### config.mk
export PLATFORM = sky130hd
export DESIGN_NAME = multi_timer_table
export DESIGN_NICKNAME = d
export VERILOG_FILES = /design/src/mtt_pkg.sv /design/src/multi_timer_table.sv
export SDC_FILE = /design/constraint.sdc
export NUM_CORES = 1
export LEC_CHECK = 0
export BUFFER_PORTS_ARGS = -buffer_cell sky130_fd_sc_hd__buf_2
export CAP_MARGIN = 0
export CORE_MARGIN = 2
export CORE_UTILIZATION = 55
export CTS_CLUSTER_DIAMETER = 40
export DETAILED_ROUTE_END_ITERATION = 16
export PLACE_DENSITY = 0.78
export SYNTH_ARGS = -nofsm -noshare
export SYNTH_HDL_FRONTEND = slang
export SYNTH_SLANG_ARGS = --single-unit
### constraint.sdc
create_clock -name clk -period 5.07 [get_ports clk]
set_clock_uncertainty 0.15 [all_clocks]
set_input_delay 1.014 -clock clk [delete_from_list [all_inputs] [get_ports clk]]
set_output_delay 1.014 -clock clk [all_outputs]
set_load 0.01 [all_outputs]
### src/mtt_pkg.sv
// ----------------------------------------------------------------------------
// mtt_pkg: shared types and constants for the timer table
// Transaction structs, mode and result codes, entry flag values and the
// sequencer state type.
// ----------------------------------------------------------------------------
package mtt_pkg;

    localparam int NUM_TIMERS = 16;
    localparam int IDX_W      = 4;
    localparam int TAG_W      = 8;
    localparam int TICK_W     = 32;

    localparam logic [2:0] MODE_TICK  = 3'd0;
    localparam logic [2:0] MODE_ALLOC = 3'd1;
    localparam logic [2:0] MODE_FREE  = 3'd2;
    localparam logic [2:0] MODE_INIT  = 3'd3;
    localparam logic [2:0] MODE_SET   = 3'd4;

    localparam logic [1:0] KIND_ALLOCATED = 2'd0;
    localparam logic [1:0] KIND_NONE_FREE = 2'd1;
    localparam logic [1:0] KIND_EXPIRED   = 2'd2;

    localparam logic [1:0] FLAGS_FREE  = 2'd0;
    localparam logic [1:0] FLAGS_ALLOC = 2'd1;
    localparam logic [1:0] FLAGS_USING = 2'd2;

    typedef struct packed {
        logic [2:0]        mode;
        logic [IDX_W-1:0]  timer_index;
        logic [TAG_W-1:0]  tag_value;
        logic [TICK_W-1:0] timeout_ticks;
    } mtt_req_t;

    typedef struct packed {
        logic [1:0]        kind;
        logic [IDX_W-1:0]  entry_number;
        logic [TAG_W-1:0]  expired_tag;
        logic [TICK_W-1:0] tick_total;
        logic              last;
    } mtt_rsp_t;

    typedef enum logic [1:0] {
        ST_IDLE,
        ST_TICK_SCAN,
        ST_TICK_EMIT,
        ST_ALLOC_SCAN
    } mtt_state_t;

endpackage

### src/multi_timer_table.sv
// ----------------------------------------------------------------------------
// multi_timer_table: table of one-shot timers driven by a global tick
// Alloc, free, tag init and arm operations on a small entry table; a tick
// decrements every armed entry and reports each expiry with its tag.
//
//   channel  role    signals                     payload
//   req      input   req_valid, req_ready        mtt_req_t
//   rsp      output  rsp_valid, rsp_ready        mtt_rsp_t
//
// free, init and set complete as they are accepted. alloc walks the entries
// from index 0, one a cycle, until it finds a free one or reaches the last.
// a tick walks all NUM_TIMERS entries through the one decrement unit, then
// emits one response per expiry, lowest index first, or returns to idle when
// nothing expires. req_ready is high only between operations. a full output
// register stalls the sequencer wherever it would emit a response.
// reset clears all entries and the tick count at once.
// ----------------------------------------------------------------------------
module multi_timer_table (
    input  logic               clk,
    input  logic               rst_n,
    input  logic               req_valid,
    output logic               req_ready,
    input  mtt_pkg::mtt_req_t  req,
    output logic               rsp_valid,
    input  logic               rsp_ready,
    output mtt_pkg::mtt_rsp_t  rsp
);

    localparam int N = mtt_pkg::NUM_TIMERS;
    localparam int W = mtt_pkg::IDX_W;
    localparam logic [W-1:0] LAST_IDX = W'(N - 1);

    mtt_pkg::mtt_state_t state_reg, state_next;

    logic [1:0]                   flags_reg   [N];
    logic [mtt_pkg::TICK_W-1:0]   timeout_reg [N];
    logic [mtt_pkg::TAG_W-1:0]    tag_reg     [N];
    logic [mtt_pkg::TICK_W-1:0]   tick_reg,     tick_next;
    logic [W-1:0]                 scan_idx_reg, scan_idx_next;
    logic [N-1:0]                 exp_mask_reg, exp_mask_next;
    logic                         rsp_valid_reg, rsp_valid_next;
    mtt_pkg::mtt_rsp_t            rsp_reg,       rsp_next;

    logic                         accept;
    logic                         out_free;
    logic [1:0]                   cur_flags;
    logic [mtt_pkg::TICK_W-1:0]   cur_timeout;
    logic                         alloc_found;
    logic [W-1:0]                 first_idx;
    logic [N-1:0]                 first_onehot;
    logic                         emit;

    logic                         flags_we;
    logic [W-1:0]                 flags_widx;
    logic [1:0]                   flags_wdata;
    logic                         timeout_we;
    logic [W-1:0]                 timeout_widx;
    logic [mtt_pkg::TICK_W-1:0]   timeout_wdata;
    logic                         tag_we;

    assign req_ready   = (state_reg == mtt_pkg::ST_IDLE);
    assign accept      = req_valid && req_ready;
    assign out_free    = !rsp_valid_reg || rsp_ready;
    assign cur_flags   = flags_reg[scan_idx_reg];
    assign cur_timeout = timeout_reg[scan_idx_reg];
    assign alloc_found = (cur_flags == mtt_pkg::FLAGS_FREE);
    assign rsp_valid   = rsp_valid_reg;
    assign rsp         = rsp_reg;

    // lowest pending expiry
    always_comb
    begin
        first_idx = '0;
        for (int i = N - 1; i >= 0; i--)
        begin
            if (exp_mask_reg[i])
            begin
                first_idx = W'(i);
            end
        end
        first_onehot = N'(1) << first_idx;
    end

    // next state
    always_comb
    begin
        state_next = state_reg;
        unique case (state_reg)
            mtt_pkg::ST_IDLE:
            begin
                if (accept && req.mode == mtt_pkg::MODE_TICK)
                begin
                    state_next = mtt_pkg::ST_TICK_SCAN;
                end
                else if (accept && req.mode == mtt_pkg::MODE_ALLOC)
                begin
                    state_next = mtt_pkg::ST_ALLOC_SCAN;
                end
            end
            mtt_pkg::ST_TICK_SCAN:
            begin
                if (scan_idx_reg == LAST_IDX)
                begin
                    state_next = mtt_pkg::ST_TICK_EMIT;
                end
            end
            mtt_pkg::ST_TICK_EMIT:
            begin
                if (exp_mask_reg == '0 ||
                    (out_free && (exp_mask_reg & ~first_onehot) == '0))
                begin
                    state_next = mtt_pkg::ST_IDLE;
                end
            end
            mtt_pkg::ST_ALLOC_SCAN:
            begin
                if ((alloc_found || scan_idx_reg == LAST_IDX) && out_free)
                begin
                    state_next = mtt_pkg::ST_IDLE;
                end
            end
            default:
            begin
                state_next = mtt_pkg::ST_IDLE;
            end
        endcase
    end

    // datapath and outputs
    always_comb
    begin
        tick_next     = tick_reg;
        scan_idx_next = scan_idx_reg;
        exp_mask_next = exp_mask_reg;
        emit          = 1'b0;
        rsp_next      = rsp_reg;
        flags_we      = 1'b0;
        flags_widx    = req.timer_index;
        flags_wdata   = mtt_pkg::FLAGS_FREE;
        timeout_we    = 1'b0;
        timeout_widx  = req.timer_index;
        timeout_wdata = req.timeout_ticks;
        tag_we        = 1'b0;

        unique case (state_reg)
            mtt_pkg::ST_IDLE:
            begin
                scan_idx_next = '0;
                if (accept)
                begin
                    priority case (req.mode)
                        mtt_pkg::MODE_TICK:
                        begin
                            tick_next     = tick_reg + 1'b1;
                            exp_mask_next = '0;
                        end
                        mtt_pkg::MODE_FREE:
                        begin
                            flags_we    = 1'b1;
                            flags_wdata = mtt_pkg::FLAGS_FREE;
                        end
                        mtt_pkg::MODE_INIT:
                        begin
                            tag_we = 1'b1;
                        end
                        mtt_pkg::MODE_SET:
                        begin
                            timeout_we  = 1'b1;
                            flags_we    = 1'b1;
                            flags_wdata = mtt_pkg::FLAGS_USING;
                        end
                        default:
                        begin
                        end
                    endcase
                end
            end
            mtt_pkg::ST_TICK_SCAN:
            begin
                scan_idx_next = scan_idx_reg + 1'b1;
                timeout_widx  = scan_idx_reg;
                timeout_wdata = cur_timeout - 1'b1;
                flags_widx    = scan_idx_reg;
                flags_wdata   = mtt_pkg::FLAGS_ALLOC;
                if (cur_flags == mtt_pkg::FLAGS_USING)
                begin
                    timeout_we = 1'b1;
                    if (cur_timeout == mtt_pkg::TICK_W'(1))
                    begin
                        flags_we      = 1'b1;
                        exp_mask_next = exp_mask_reg | (N'(1) << scan_idx_reg);
                    end
                end
            end
            mtt_pkg::ST_TICK_EMIT:
            begin
                if (exp_mask_reg != '0 && out_free)
                begin
                    emit                  = 1'b1;
                    exp_mask_next         = exp_mask_reg & ~first_onehot;
                    rsp_next.kind         = mtt_pkg::KIND_EXPIRED;
                    rsp_next.entry_number = first_idx;
                    rsp_next.expired_tag  = tag_reg[first_idx];
                    rsp_next.tick_total   = tick_reg;
                    rsp_next.last         = ((exp_mask_reg & ~first_onehot) == '0);
                end
            end
            mtt_pkg::ST_ALLOC_SCAN:
            begin
                flags_widx  = scan_idx_reg;
                flags_wdata = mtt_pkg::FLAGS_ALLOC;
                if ((alloc_found || scan_idx_reg == LAST_IDX) && out_free)
                begin
                    emit                  = 1'b1;
                    flags_we              = alloc_found;
                    rsp_next.kind         = alloc_found ? mtt_pkg::KIND_ALLOCATED
                                                        : mtt_pkg::KIND_NONE_FREE;
                    rsp_next.entry_number = alloc_found ? scan_idx_reg : '0;
                    rsp_next.expired_tag  = '0;
                    rsp_next.tick_total   = tick_reg;
                    rsp_next.last         = 1'b1;
                end
                else if (!alloc_found && scan_idx_reg != LAST_IDX)
                begin
                    scan_idx_next = scan_idx_reg + 1'b1;
                end
            end
            default:
            begin
            end
        endcase

        rsp_valid_next = emit ? 1'b1 : (rsp_valid_reg && !rsp_ready);
    end

    always_ff @(posedge clk or negedge rst_n)
    begin
        if (!rst_n)
        begin
            state_reg     <= mtt_pkg::ST_IDLE;
            tick_reg      <= '0;
            scan_idx_reg  <= '0;
            exp_mask_reg  <= '0;
            rsp_valid_reg <= 1'b0;
        end
        else
        begin
            state_reg     <= state_next;
            tick_reg      <= tick_next;
            scan_idx_reg  <= scan_idx_next;
            exp_mask_reg  <= exp_mask_next;
            rsp_valid_reg <= rsp_valid_next;
        end
    end

    // entry table
    always_ff @(posedge clk or negedge rst_n)
    begin
        if (!rst_n)
        begin
            for (int i = 0; i < N; i++)
            begin
                flags_reg[i]   <= mtt_pkg::FLAGS_FREE;
                timeout_reg[i] <= '0;
                tag_reg[i]     <= '0;
            end
        end
        else
        begin
            if (flags_we)
            begin
                flags_reg[flags_widx] <= flags_wdata;
            end
            if (timeout_we)
            begin
                timeout_reg[timeout_widx] <= timeout_wdata;
            end
            if (tag_we)
            begin
                tag_reg[req.timer_index] <= req.tag_value;
            end
        end
    end

    always_ff @(posedge clk)
    begin
        rsp_reg <= rsp_next;
    end

endmodule

==> impl_metrics.py <==
metrics = {
    "yosys": {
        "yosysUniqueCellTypes": 88,
        "netlist_area_um2": 37040,
        "synth-main-ff-cell": "dfrtp_1",
        "synth_edf_count": 47,
        "yosysSeqAreaShare": 0.5293,
        "async_reset_ff_frac": 0.9393,
        "ys_ff_latch": 774,
        "syn_area_per_cell_um2": 10.84,
        "syn_inst": 3417,
        "synth_fp_nets": 3481,
        "yosysWarningCount": 0,
    },
    "timing": {
        "hold_viol": 0,
        "setup_violations": 0,
        "drv_slew": 0,
        "finalCritPeriodShare": 0.9766,
        "tns_ps": 0,
        "layout_setup_ws_ps": 118.8,
        "fmax_mhz": 202.0,
        "maxSlewHeadroom": 0.2199,
        "rsz0062_at_grt": "false",
        "tightestPinTransition_ps": 1166,
        "layout_min_cycle_time_ps": 4951,
        "holdWs_ps": 243.4,
    },
    "final_layout": {
        "fillers": 4991,
        "largest_reg_flops": 512,
        "diodes": 0,
        "drive_gt1_frac": 0.2107,
        "final_util": 0.6359,
        "layout.nets": 3566,
        "syn2layout_area_growth_pct": 14.88,
        "layout_commonest_cell": "dfrtp_1",
        "final_cell_mix": "dfrtp_1, nand2_1, o21ai_0",
    },
    "cts": {
        "htreeDepth": 3,
        "postCtsSetupBuffers": 0,
        "clk_pin_slew_ps": 50,
        "clockBufferDepth": 3,
        "cts_hold_buf": 0,
        "cts_resized": 0,
        "clock_latency_ps": 680,
        "cts_buffers": 106,
        "cts_tree": "built",
        "cts_sinks": 774,
        "cts_root_buf": "clkbuf_16",
    },
    "worst_setup_path": {
        "r2r_cells": 11,
        "start_kind": "flip-flop",
        "cpPeakStageDelay_ps": 800,
        "reg2reg_from": "scan_idx_reg[1]",
        "path_cells": "buf_4 > mux4_1 > mux2i_1 > nand3_1 > and2_1 > or2_0 > nor4b_1 > buf_4 > a41o_1 > nand4_1 > mux2_2",
        "reg2reg_slack_ps": 120,
        "worst-path-max-fanout": 32,
        "crit_top_cell": "buf_4",
        "crit_type": "flip-flop to flip-flop",
        "r2r_end": "flags_reg[12]",
        "critPathCaptureType": "flip-flop",
        "critPathArrivalTime_ps": 5340,
        "crit_slowest_cell": "dfrtp_4",
        "cp.required_ps": 5460,
    },
    "grt": {
        "grt_overflow_total": 0,
        "grt_pass1_wl_um": 166600,
        "grt_max_degree": 113,
        "grt_pass1_vias": 29160,
        "antenna_found_initial": 0,
        "grt_util_met2": 0.4779,
        "grt_use_met1": 0.4105,
        "grt_use_met3": 0.06978,
        "grt_usage": 0.3070,
        "top_usage_layer": "met2",
    },
    "floorplan": {
        "die_w_um": 263.5,
        "start_util": 0.5535,
        "die-area_um2": 69440,
        "rows": 95,
        "die_h_um": 263.5,
        "coreArea_um2": 66920,
        "pin_count": 100,
    },
    "status": {
        "status": "finished clean",
    },
    "drt": {
        "vias": 28960,
        "drc_errors": 0,
        "ant_nets": 0,
        "routed_wl_um": 105800,
        "wl_per_cell_um": 23.69,
        "vias_per_cell": 6.486,
        "drt-initial-drc-count": 3568,
        "drt_first_pass_iters": 5,
    },
    "place": {
        "pre_cts_ws_ps": 441.4,
        "dp_hpwl_um": 64650,
        "port-buffer-count": 99,
        "gp_congestion": 0.9642,
    },
    "power_and_ir_drop": {
        "power.density_nw_per_um2": 598.6,
        "p_leak_nw": 18.79,
        "ir_drop_v": 0.0004586,
    },
    "job": {
        "cap_viol_max_count": 0,
    },
    "min_path": {
        "hold_class": "primary input to async pin",
    },
}
[report_power, final]
group | switching [mW] | total [mW] | internal (mW)
logic | 5.76 | 9.45 | 3.69
registers | 0.853 | 8.38 | 7.52
clock network | 3.06 | 7.65 | 4.59
[synth_stat cells (all sizes together) (6+ instances only)]
cell / number / area share
o21ai: 484 / 0.065
nor4: 9 / 0.0015
edfxtp: 47 / 0.038
a221oi: 33 / 0.0078
buf: 67 / 0.012
o221ai: 21 / 0.0050
nor3: 50 / 0.0073
inv: 34 / 0.0034
xnor2: 29 / 0.0069
a21oi: 68 / 0.0093
o22ai: 20 / 0.0034
dfrtp: 727 / 0.49
nand2: 544 / 0.055
o32ai: 6 / 0.0016
mux2: 169 / 0.051
a31oi: 84 / 0.014
and2: 13 / 0.0022
xor2: 20 / 0.0047
or3: 16 / 0.0028
nor2b: 10 / 0.0017
o311ai: 9 / 0.0021
nand3: 82 / 0.011
ha: 13 / 0.0044
o31ai: 14 / 0.0032
nor2: 261 / 0.026
o32a: 6 / 0.0016
nand2b: 8 / 0.0014
o21a: 7 / 0.0014
clkbuf: 192 / 0.019
and3: 13 / 0.0022
nand4: 12 / 0.0020
a211oi: 7 / 0.0016
mux4: 138 / 0.086
a31o: 6 / 0.0014
mux2i: 108 / 0.029
or2: 6 / 0.0010
a22oi: 8 / 0.0016
[worst max-delay path: cells and delay by family (launching register included)]
family          cells  cell delay, ps
mux                 3            1310
simple gates        5            1770
compound gates      1             260
buf+inv             2             500
flops               1             800
[layout make-up]
type	count	area, µm²	share of cell area
multi-input cells	2349	16250	0.3819
well taps	873	1092	0.02567
clock buffers	123	2808	0.06598
repair buffers	236	1772	0.04164
clock inverters	75	882.1	0.02073
flip-flops and latches	774	19620	0.4610
inverters	35	131.4	0.003087
[metal layers]
layer,vias to the layer above,routed length [µm]
met3,363,11150
met5,-,0
li1,12540,-
met4,0,4692
met1,14370,40970
met2,1679,48960
[metrics by stage]
stage / cells / total power [mW] / cell area [µm²]
floorplan: 3417 / 14.51 / 37040
global placement: 4267 / 17.34 / 38860
detailed placement: 4267 / 17.57 / 38860
CTS: 4465 / 25.28 / 42550
global route: 4465 / 26.59 / 42550
finish: 4465 / 25.47 / 42550
[worst max path at each step]
stage,startpoint,to,cells past startpoint
after floorplan,scan_idx_reg[2],rsp[0],13
after global placement,scan_idx_reg[1],flags_reg[31],11
after detailed placement,scan_idx_reg[1],flags_reg[12],11
after CTS,scan_idx_reg[1],flags_reg[12],11
after global routing,scan_idx_reg[1],flags_reg[12],11
final,scan_idx_reg[1],flags_reg[12],11
[kinds of logic (layout without fill, tap and decap cells)]
logic type | count (synthesis) | after routing | synth area share
AND/OR/NAND/NOR | 1045 | 1045 | 0.1204
AO/OA/AOI/OAI | 827 | 827 | 0.1323
multiplexers | 415 | 415 | 0.1668
flip-flops | 774 | 774 | 0.5293
XOR/XNOR | 49 | 49 | 0.01159
adder cells (fa/ha/maj) | 13 | 13 | 0.004391
buffers and inverters | 294 | 469 | 0.03533
(Power assumes the default switching activity.)
